`src/assert_macros.svh`:
```
// Assertion helpers. Each macro expects clk and rst_n in the enclosing scope.
`ifndef ASSERT_MACROS_SVH
`define ASSERT_MACROS_SVH

// same-cycle implication
`define ASSERT_IMPLIES(label, ante, cons, msg) \
  label: assert property (@(posedge clk) disable iff (!rst_n) (ante) |-> (cons)) \
    else $error(msg);

// next-cycle implication
`define ASSERT_NEXT(label, ante, cons, msg) \
  label: assert property (@(posedge clk) disable iff (!rst_n) (ante) |=> (cons)) \
    else $error(msg);

`endif

```
`src/ibb_pkg.sv`:
```
// ----------------------------------------------------------------------------
// ibb_pkg
// Shared constants, codes and control types of the pixel binning block.
// ----------------------------------------------------------------------------
package ibb_pkg;

  localparam int MAX_WIDTH  = 4096;
  localparam int MAX_HEIGHT = 4096;
  localparam int MAX_BIN    = 16;
  localparam int PIXEL_BITS = 16;

  localparam int COL_AW = $clog2(MAX_WIDTH);   // column sum address / x position
  localparam int ROW_W  = $clog2(MAX_HEIGHT);  // y position
  localparam int OFS_W  = $clog2(MAX_BIN);     // offset inside a block
  localparam int DIM_W  = 13;
  localparam int BIN_W  = 5;
  localparam int PIX_W  = 16;
  localparam int RUN_W  = 20;
  localparam int CSUM_W = 24;
  localparam int MEAN_W = 24;
  localparam int N_W    = 2 * BIN_W;           // bin_x * bin_y
  localparam int DVD_W  = 32;                  // sum * 256 + n / 2
  localparam int CNT_W  = $clog2(DVD_W);
  localparam int FRAC_W = 8;

  localparam int CFG_IDX_W = 4;
  localparam int CFG_DAT_W = DIM_W;

  localparam logic [CFG_IDX_W-1:0] REG_IMAGE_WIDTH  = CFG_IDX_W'(0);
  localparam logic [CFG_IDX_W-1:0] REG_IMAGE_HEIGHT = CFG_IDX_W'(1);
  localparam logic [CFG_IDX_W-1:0] REG_BIN_X        = CFG_IDX_W'(2);
  localparam logic [CFG_IDX_W-1:0] REG_BIN_Y        = CFG_IDX_W'(3);

  localparam logic [DIM_W-1:0] RST_IMAGE_WIDTH  = DIM_W'(1024);
  localparam logic [DIM_W-1:0] RST_IMAGE_HEIGHT = DIM_W'(1024);
  localparam logic [BIN_W-1:0] RST_BIN_X        = BIN_W'(2);
  localparam logic [BIN_W-1:0] RST_BIN_Y        = BIN_W'(2);

  typedef enum logic [3:0] {
    ST_IDLE,
    ST_READ,
    ST_MEAN,
    ST_DIV,
    ST_OUT,
    ST_CHKW_GO,
    ST_CHKW_WAIT,
    ST_CHKH_GO,
    ST_CHKH_WAIT
  } fsm_state_t;

  typedef struct packed {
    logic take;        // input word accepted
    logic cfg_wr;      // config word accepted
    logic col_wr;      // update column sum
    logic mean_go;     // start mean division
    logic chk_w_go;    // start width % bin_x
    logic chk_h_go;    // start height % bin_y
    logic chk_w_save;
    logic chk_h_save;
    logic out_load;
  } ctrl_cmd_t;

  typedef struct packed {
    logic geom_ok;
    logic blk_end;     // current pixel closes a block row segment
    logic emit;        // latched: block complete
    logic cfg_hit;     // config index names a register
    logic div_done;
    logic out_valid;
  } dp_stat_t;

endpackage

```
`src/ibb_ctrl.sv`:
```
// ----------------------------------------------------------------------------
// ibb_ctrl
// Binning controller: sequences pixel, column update, division and
// geometry check after config writes.
// ----------------------------------------------------------------------------
`include "assert_macros.svh"

module ibb_ctrl (
  input  logic               clk,
  input  logic               rst_n,
  input  logic               in_valid,
  output logic               in_ready,
  input  logic               cfg_valid,
  output logic               cfg_ready,
  input  logic               out_ready,
  input  ibb_pkg::dp_stat_t  stat,
  output ibb_pkg::ctrl_cmd_t cmd
);
  import ibb_pkg::*;

  fsm_state_t state_r, state_nxt;

  always_ff @(posedge clk) begin
    if (!rst_n) begin
      state_r <= ST_IDLE;
    end else begin
      state_r <= state_nxt;
    end
  end

  always_comb begin
    state_nxt = state_r;
    cmd       = '0;
    in_ready  = 1'b0;
    cfg_ready = 1'b0;
    case (state_r)
      ST_IDLE: begin
        // config word wins over a pixel offered in the same cycle
        cfg_ready = 1'b1;
        in_ready  = !cfg_valid;
        if (cfg_valid) begin
          cmd.cfg_wr = 1'b1;
          if (stat.cfg_hit) begin
            state_nxt = ST_CHKW_GO;
          end
        end else if (in_valid) begin
          cmd.take = 1'b1;
          if (stat.geom_ok && stat.blk_end) begin
            state_nxt = ST_READ;
          end
        end
      end
      ST_READ: begin
        cmd.col_wr = 1'b1;
        state_nxt  = stat.emit ? ST_MEAN : ST_IDLE;
      end
      ST_MEAN: begin
        cmd.mean_go = 1'b1;
        state_nxt   = ST_DIV;
      end
      ST_DIV: begin
        if (stat.div_done) begin
          state_nxt = ST_OUT;
        end
      end
      ST_OUT: begin
        if (!stat.out_valid || out_ready) begin
          cmd.out_load = 1'b1;
          state_nxt    = ST_IDLE;
        end
      end
      ST_CHKW_GO: begin
        cmd.chk_w_go = 1'b1;
        state_nxt    = ST_CHKW_WAIT;
      end
      ST_CHKW_WAIT: begin
        if (stat.div_done) begin
          cmd.chk_w_save = 1'b1;
          state_nxt      = ST_CHKH_GO;
        end
      end
      ST_CHKH_GO: begin
        cmd.chk_h_go = 1'b1;
        state_nxt    = ST_CHKH_WAIT;
      end
      ST_CHKH_WAIT: begin
        if (stat.div_done) begin
          cmd.chk_h_save = 1'b1;
          state_nxt      = ST_IDLE;
        end
      end
      default: begin
        state_nxt = ST_IDLE;
      end
    endcase
  end

  `ASSERT_IMPLIES(a_read_after_take, state_r == ST_READ, $past(in_valid && in_ready), "column update without a pixel")
  `ASSERT_IMPLIES(a_out_free, cmd.out_load, !stat.out_valid || out_ready, "output register overwritten")

endmodule
```
`config.mk`:
```
export PLATFORM = sky130hd
export DESIGN_NAME = ibb_ctrl
export DESIGN_NICKNAME = d
export VERILOG_FILES = /design/src/ibb_pkg.sv /design/src/ibb_ctrl.sv
export VERILOG_INCLUDE_DIRS = /design/src /design/src/src
export SDC_FILE = /design/constraint.sdc
export NUM_CORES = 1
export LEC_CHECK = 0
export ABC_AREA = 1
export BUFFER_PORTS_ARGS = -buffer_cell sky130_fd_sc_hd__buf_2
export CAP_MARGIN = 30
export CORE_AREA = 2 2 39 41
export CTS_CLUSTER_DIAMETER = 100
export CTS_CLUSTER_SIZE = 10
export DETAILED_ROUTE_END_ITERATION = 10
export DIE_AREA = 0 0 41 43
export PLACE_DENSITY = 0.64
export SLEW_MARGIN = 10
export SYNTH_ARGS = -nofsm -noshare
export SYNTH_HDL_FRONTEND = slang
export SYNTH_SLANG_ARGS = --single-unit
```
`constraint.sdc`:
```
create_clock -name clk -period 1.25 [get_ports clk]
set_input_delay 0.0625 -clock clk [delete_from_list [all_inputs] [get_ports clk]]
set_output_delay 0.0625 -clock clk [all_outputs]
set_load 0.05 [all_outputs]
```
==> flow_summary.toml, run 1 <==
[outcome]
outcome = "complete, but fails checks"
violations = "setup timing"

[timing]
period_needed_ps = 1290
hold_viol_final = 0
setup_viol = 5
clock_skew_ps = 2.52
finalCritPeriodShare_pct = 104
layout_setup_ws_ps = -44.6
max_slew_margin_pct = 86.9
fmax_mhz = 772
tns_ps = -146
tightest_slew_ps = 197
rsz0062_at_grt = "true"
slew_violations = 0

[logic_synthesis]
postSynthCellCount = 76
yosys_register_bits = 4
synth_top_area_share_pct = 18.3
ys_types = 17
ys_warn_count = 0
synth.area.top_cells = "dfxtp_1 18%, nand2_1 15%, inv_1 11%"
yosys.area.top_type = "dfxtp_1"
synth_seq_area_share_pct = 18.3
syn_area_um2 = 437
post_synth.cell_area_avg_um2 = 5.75
synth_nets = 87

[routing]
postRouteAntennaNets = 0
drc_errors = 0
drtIter0Drc = 11
viasPerCell = 4.57
first_pass_iters = 4
num_vias = 571
wl_per_cell_um = 8.47
wl_um = 1060

[critical_path]
endpoint_kind = "flop"
reg2regPathDepth = 7
crit_top_cell = "nor2_4"
worst_r2r_endpoint = "state_r[0]"
required_ps = 1360
crit_path_start_kind = "flop"
crit_slowest_cell = "dfxtp_4"
crit_type = "reg -> reg"
worstReg2RegStart = "state_r[1]"
arrival_ps = 1410
crit_fanout = 6
slowest_delay_ps = 360
r2r_setup_slack_ps = -40
path_cells = "nor2_4 -> nand2_4 -> buf_6 -> a21oi_4 -> nor2_4 -> a21oi_1 -> nor2_1"

[cells_and_area]
post_layout_nonfiller_instances = 125
area_growth_pct = 88.5
max_flop_register = "state_r"
largest_register_ff_count = 4
fill_cells = 138
nets = 122
reg.largest.list = "state_r: 4 flops"
n_antenna_cell = 0
drive_gt1_share_pct = 60.6

[die]
rows = 14
initial_utilization_pct = 31.6
core_um2 = 1380
die_x_um = 41
boundaryPins = 22
die_area_um2 = 1760
die_h_um = 43

[worst_hold_path]
hp-class = "in -> reg"
min_delay_path_depth = 3
min_to = "state_r[2]"
hp-start = "rst_n"

[placement]
dp_hpwl_um = 863
gp_congestion = 0.755
dp_cells = 118
portBuffers = 21

[clock_network]
cts_buffer_depth = 2
clock-sinks = 4
cts_max_level = 1
tritoncts = "yes"
clk_latency_ps = 230
clkSlewWorstSetupHoldPaths_ps = 40
cts_buffers = 3
clockRootBuffer = "clkbuf_4"

[global_route]
grt_max_degree = 7
grt_pass1_wl_um = 1610
grt_usage_pct = 12.9
grt_pass1_vias = 427
grt_overflow = 0
antenna_found_initial = 0

[pwr]
ir_drop_v = 0.00167
power_mw = 2.41
powerDensity_nw_per_um2 = 2920
cellLeakagePower_nw = 0.440

[job]
maxCapViolCount = 0
cells in the mapped netlist:
cell       n
a21boi_0   1
a21oi_1    3
a21oi_2    1
dfxtp_1    4
inv_1     13
inv_2      2
nand2_1   18
nand2_2    2
nand2_4    1
nand3_1    8
nand3_2    1
nor2_1    12
nor2_2     3
nor2_4     4
nor3_1     1
nor4_1     1
o211ai_1   1
layout by cell type (no fill, tap or decap):
master,synthesis,layout
nand2_1,18,14
buf_6,0,13
inv_1,13,12
buf_2,0,10
nor2_1,12,7
nor2_4,4,7
nand3_1,8,7
nand2_2,2,6
buf_4,0,6
nor2_2,3,5
inv_2,2,3
clkbuf_4,0,3
dfxtp_4,0,3
nand3_2,1,2
a21oi_2,1,2
nor4_2,0,1
nand2_4,1,1
nor3_4,0,1
a21oi_4,0,1
a21oi_1,3,1
o211ai_1,1,1
a21boi_0,1,1
buf_8,0,1
dfxtp_2,0,1
routing by layer:
metal  track usage [%]  up-vias  wire, µm
met5                 0        -         0
met4              2.00        0         0
met3              4.71        0        73
met2              20.0       20       541
met1              17.0      247       444
li1                  -      304         -
worst max-delay path, delay by kind of cell, from the launching register on:
family	cells	cell delay, ps
AOI/OAI and AO/OA	2	260
buffers and inverters	1	130
DFF	1	360
and+or+nand+nor	4	420
layout make-up:
| cell class | count | area (µm²) | share of cell area [%] |
|---|---|---|---|
| clock buffers | 3 | 22.5 | 2.74 |
| flip-flops and latches | 4 | 92.6 | 11.2 |
| inverters | 15 | 56.3 | 6.84 |
| multi-input cells | 57 | 375 | 45.6 |
| well taps | 16 | 20.0 | 2.43 |
| repair buffers | 30 | 256 | 31.2 |
logic make-up after synthesis:
family                 after synthesis  share of synthesized area (%)
AO/OA/AOI/OAI                        6                           8.88
buffers and inverters               15                           12.9
flip-flops                           4                           18.3
AND/OR/NAND/NOR                     51                           59.9
worst max-delay path by stage:
stage               start          to  cells past startpoint
2_1_floorplan  state_r[0]      cmd[6]                      2
3_3_place_gp   state_r[3]  state_r[0]                      7
3_5_place_dp   state_r[1]  state_r[1]                      7
4_1_cts        state_r[0]    in_ready                      5
5_1_grt        state_r[1]  state_r[1]                      8
6_report       state_r[1]  state_r[0]                      7
metrics by stage:
step	utilization, %	worst slack [ps]	hold slack [ps]	cell area (µm²)
floorplan	-	-187	183	464
global placement	45.3	5.25	328	627
detailed placement	45.3	-2.44	331	627
CTS	54.9	-44.3	80.4	759
global route	59.5	-124	96.4	823
finish	59.5	-44.6	86.9	823
where the power goes:
| part | switching (mW) | internal, mW | total (mW) |
|---|---|---|---|
| clock | 0.0434 | 0.107 | 0.150 |
| combinational | 1.12 | 0.818 | 1.94 |
| sequential | 0.108 | 0.210 | 0.317 |
| total | 1.27 | 1.13 | 2.41 |
timing repair:
action | 4_1_cts | 5_1_grt
pin swaps | 4 | 8
setup endpoints to repair | 13 | 14
hold buffers | 0 | 0
gates resized for setup | 29 | 18
setup buffers | 4 | 0
(Power assumes the default switching activity.)
==> inputs of run 2 (changes only) <==
==> constraint.sdc (replaced) <==
create_clock -name clk -period 1.2 [get_ports clk]
set_input_delay 0.06 -clock clk [delete_from_list [all_inputs] [get_ports clk]]
set_output_delay 0.06 -clock clk [all_outputs]
set_load 0.05 [all_outputs]
==> run 2 against run 1 <==
- the run still ends with setup timing left
- non-clock buffer count up 3
- first-iteration DRC count down 18%
- setup slack worse by 27 ps
- wire length up 15%
- core utilization up 0.63 points
- clock skew up 0.73 ps
- flip-flop and latch count unchanged
- via count up 2.3%
- final area up 1.1%
- combinational power about the same
- die area unchanged
- critical path type is now reg -> out
- highest routed layer unchanged
==> flow_summary.toml, run 2 (synthesis results as in run 1) <==
[outcome]
outcome = "complete, but fails checks"
violations = "setup timing"

[cells_and_area]
reg.largest.list = "state_r: 4 flops"
layout_commonest_cell = "nand2_1"
post_layout_nonfiller_instances = 128
n_antenna_cell = 0
fin_util_pct = 60.1
fill_cells = 126
area_growth_pct = 90.5
postLayoutCellArea_um2 = 832
nets = 125
multiInputGateArea_um2 = 364
layout_common_cells = "16 x nand2_1, 12 x inv_1, 11 x buf_6, 11 x buf_4, 10 x buf_2"
max_flop_register = "state_r"
seq_area_um2 = 95.1
drive_gt1_share_pct = 60.7
largest_register_ff_count = 4

[timing]
finalCritPeriodShare_pct = 106
layout_setup_ws_ps = -71.4
setup_viol = 9
period_needed_ps = 1270
slew_violations = 0
hold_viol_final = 0
max_slew_margin_pct = 86.4
clock_skew_ps = 3.25
fmax_mhz = 787
rsz0062_at_grt = "true"
tightest_slew_ps = 204

[pwr]
ir_drop_v = 0.00161
cellLeakagePower_nw = 0.444
powerDensity_nw_per_um2 = 2890

[placement]
gp_congestion = 0.781
dp_hpwl_um = 928
postPlaceCellArea_um2 = 649
portBuffers = 21
dp_cells = 121

[die]
core_um2 = 1380
die_h_um = 43
boundaryPins = 22
die_area_um2 = 1760
initial_utilization_pct = 31.6
die_x_um = 41
rows = 14

[global_route]
antenna_found_initial = 0
grt_pass1_vias = 491
grt_pass1_wl_um = 1860
grt_overflow = 0
grt_usage_pct = 15.3
grt_max_degree = 7

[routing]
first_pass_iters = 4
wl_per_cell_um = 9.48
num_vias = 584
wl_um = 1210
postRouteAntennaNets = 0
drtIter0Drc = 9
drc_errors = 0
viasPerCell = 4.56

[critical_path]
crit_fanout = 6
crit_path_start_kind = "flop"
r2r_setup_slack_ps = -50
endpoint_kind = "output pin"
worst_r2r_endpoint = "state_r[1]"
reg2regPathDepth = 8
arrival_ps = 1210
worstReg2RegStart = "state_r[1]"
required_ps = 1140
crit_type = "reg -> out"

[clock_network]
clk_latency_ps = 230
clockRootBuffer = "clkbuf_4"
cts_buffers = 3
cts_max_level = 1
clock-sinks = 4
cts_buffer_depth = 2
tritoncts = "yes"
holdBufCountCts = 0
clkSlewWorstSetupHoldPaths_ps = 40

[worst_hold_path]
hp-start = "rst_n"
min_delay_path_depth = 3
hp-class = "in -> reg"
min_to = "state_r[2]"

[job]
maxCapViolCount = 0
==> run 2: where the power goes <==
part / internal [mW] / total (mW) / leakage (nW) / switching, mW
clock network: 0.112 / 0.167 / 0.0138 / 0.0547
logic: 0.773 / 1.91 / 0.394 / 1.14
registers: 0.217 / 0.330 / 0.0356 / 0.113
==> run 2: how the worst max path moves through the flow <==
stage          startpoint          to  slack (ps)
3_3_place_gp   state_r[2]  state_r[0]          -7
2_1_floorplan  state_r[0]      cmd[6]        -230
6_report       state_r[2]      cmd[2]         -70
3_5_place_dp   state_r[0]  state_r[1]         -40
5_1_grt        state_r[1]  state_r[0]        -130
4_1_cts        state_r[3]      cmd[6]         -70
==> run 2: routing by layer <==
layer	vias up	wire, µm	global-route usage [%]
met2	16	642	25.3
met1	258	519	18.3
li1	310	-	-
met4	0	0	8.00
met5	-	0	0
met3	0	52	1.57
==> run 2: cell type report <==
class                           instances  area share, %
Multi-Input combinational cell         57           43.8
Clock buffer                            3           2.71
Tap cell                               16           2.41
Timing Repair Buffer                   33           32.6
Sequential cell                         4           11.4
Inverter                               15           7.07
==> run 2: critical path, cell delays in order, from the launching register on <==
cell	delay (ps)
dfxtp_4	390
inv_4	50
nor2_4	170
nand2_2	80
nor2_2	120
buf_6	160
==> run 2: what timing repair did <==
action / 4_1_cts / 5_1_grt
resized for setup: 36 / 8
pin swaps: 4 / 10
buffers inserted: 2 / 2
endpoints found under the setup margin: 14 / 15
==> run 2: per-stage QoR <==
step                      setup TNS (ps)  setup slack [ps]  hold WS (ps)  power [mW]
after detailed placement            -111             -38.4           329        1.78
after global placement             -15.6             -7.33           324        1.78
after global routing               -1250              -128          82.8        2.57
after floorplan                     -235              -235           181        1.39
after CTS                           -396             -73.2          68.4        2.31
final                               -346             -71.4          79.9        2.41
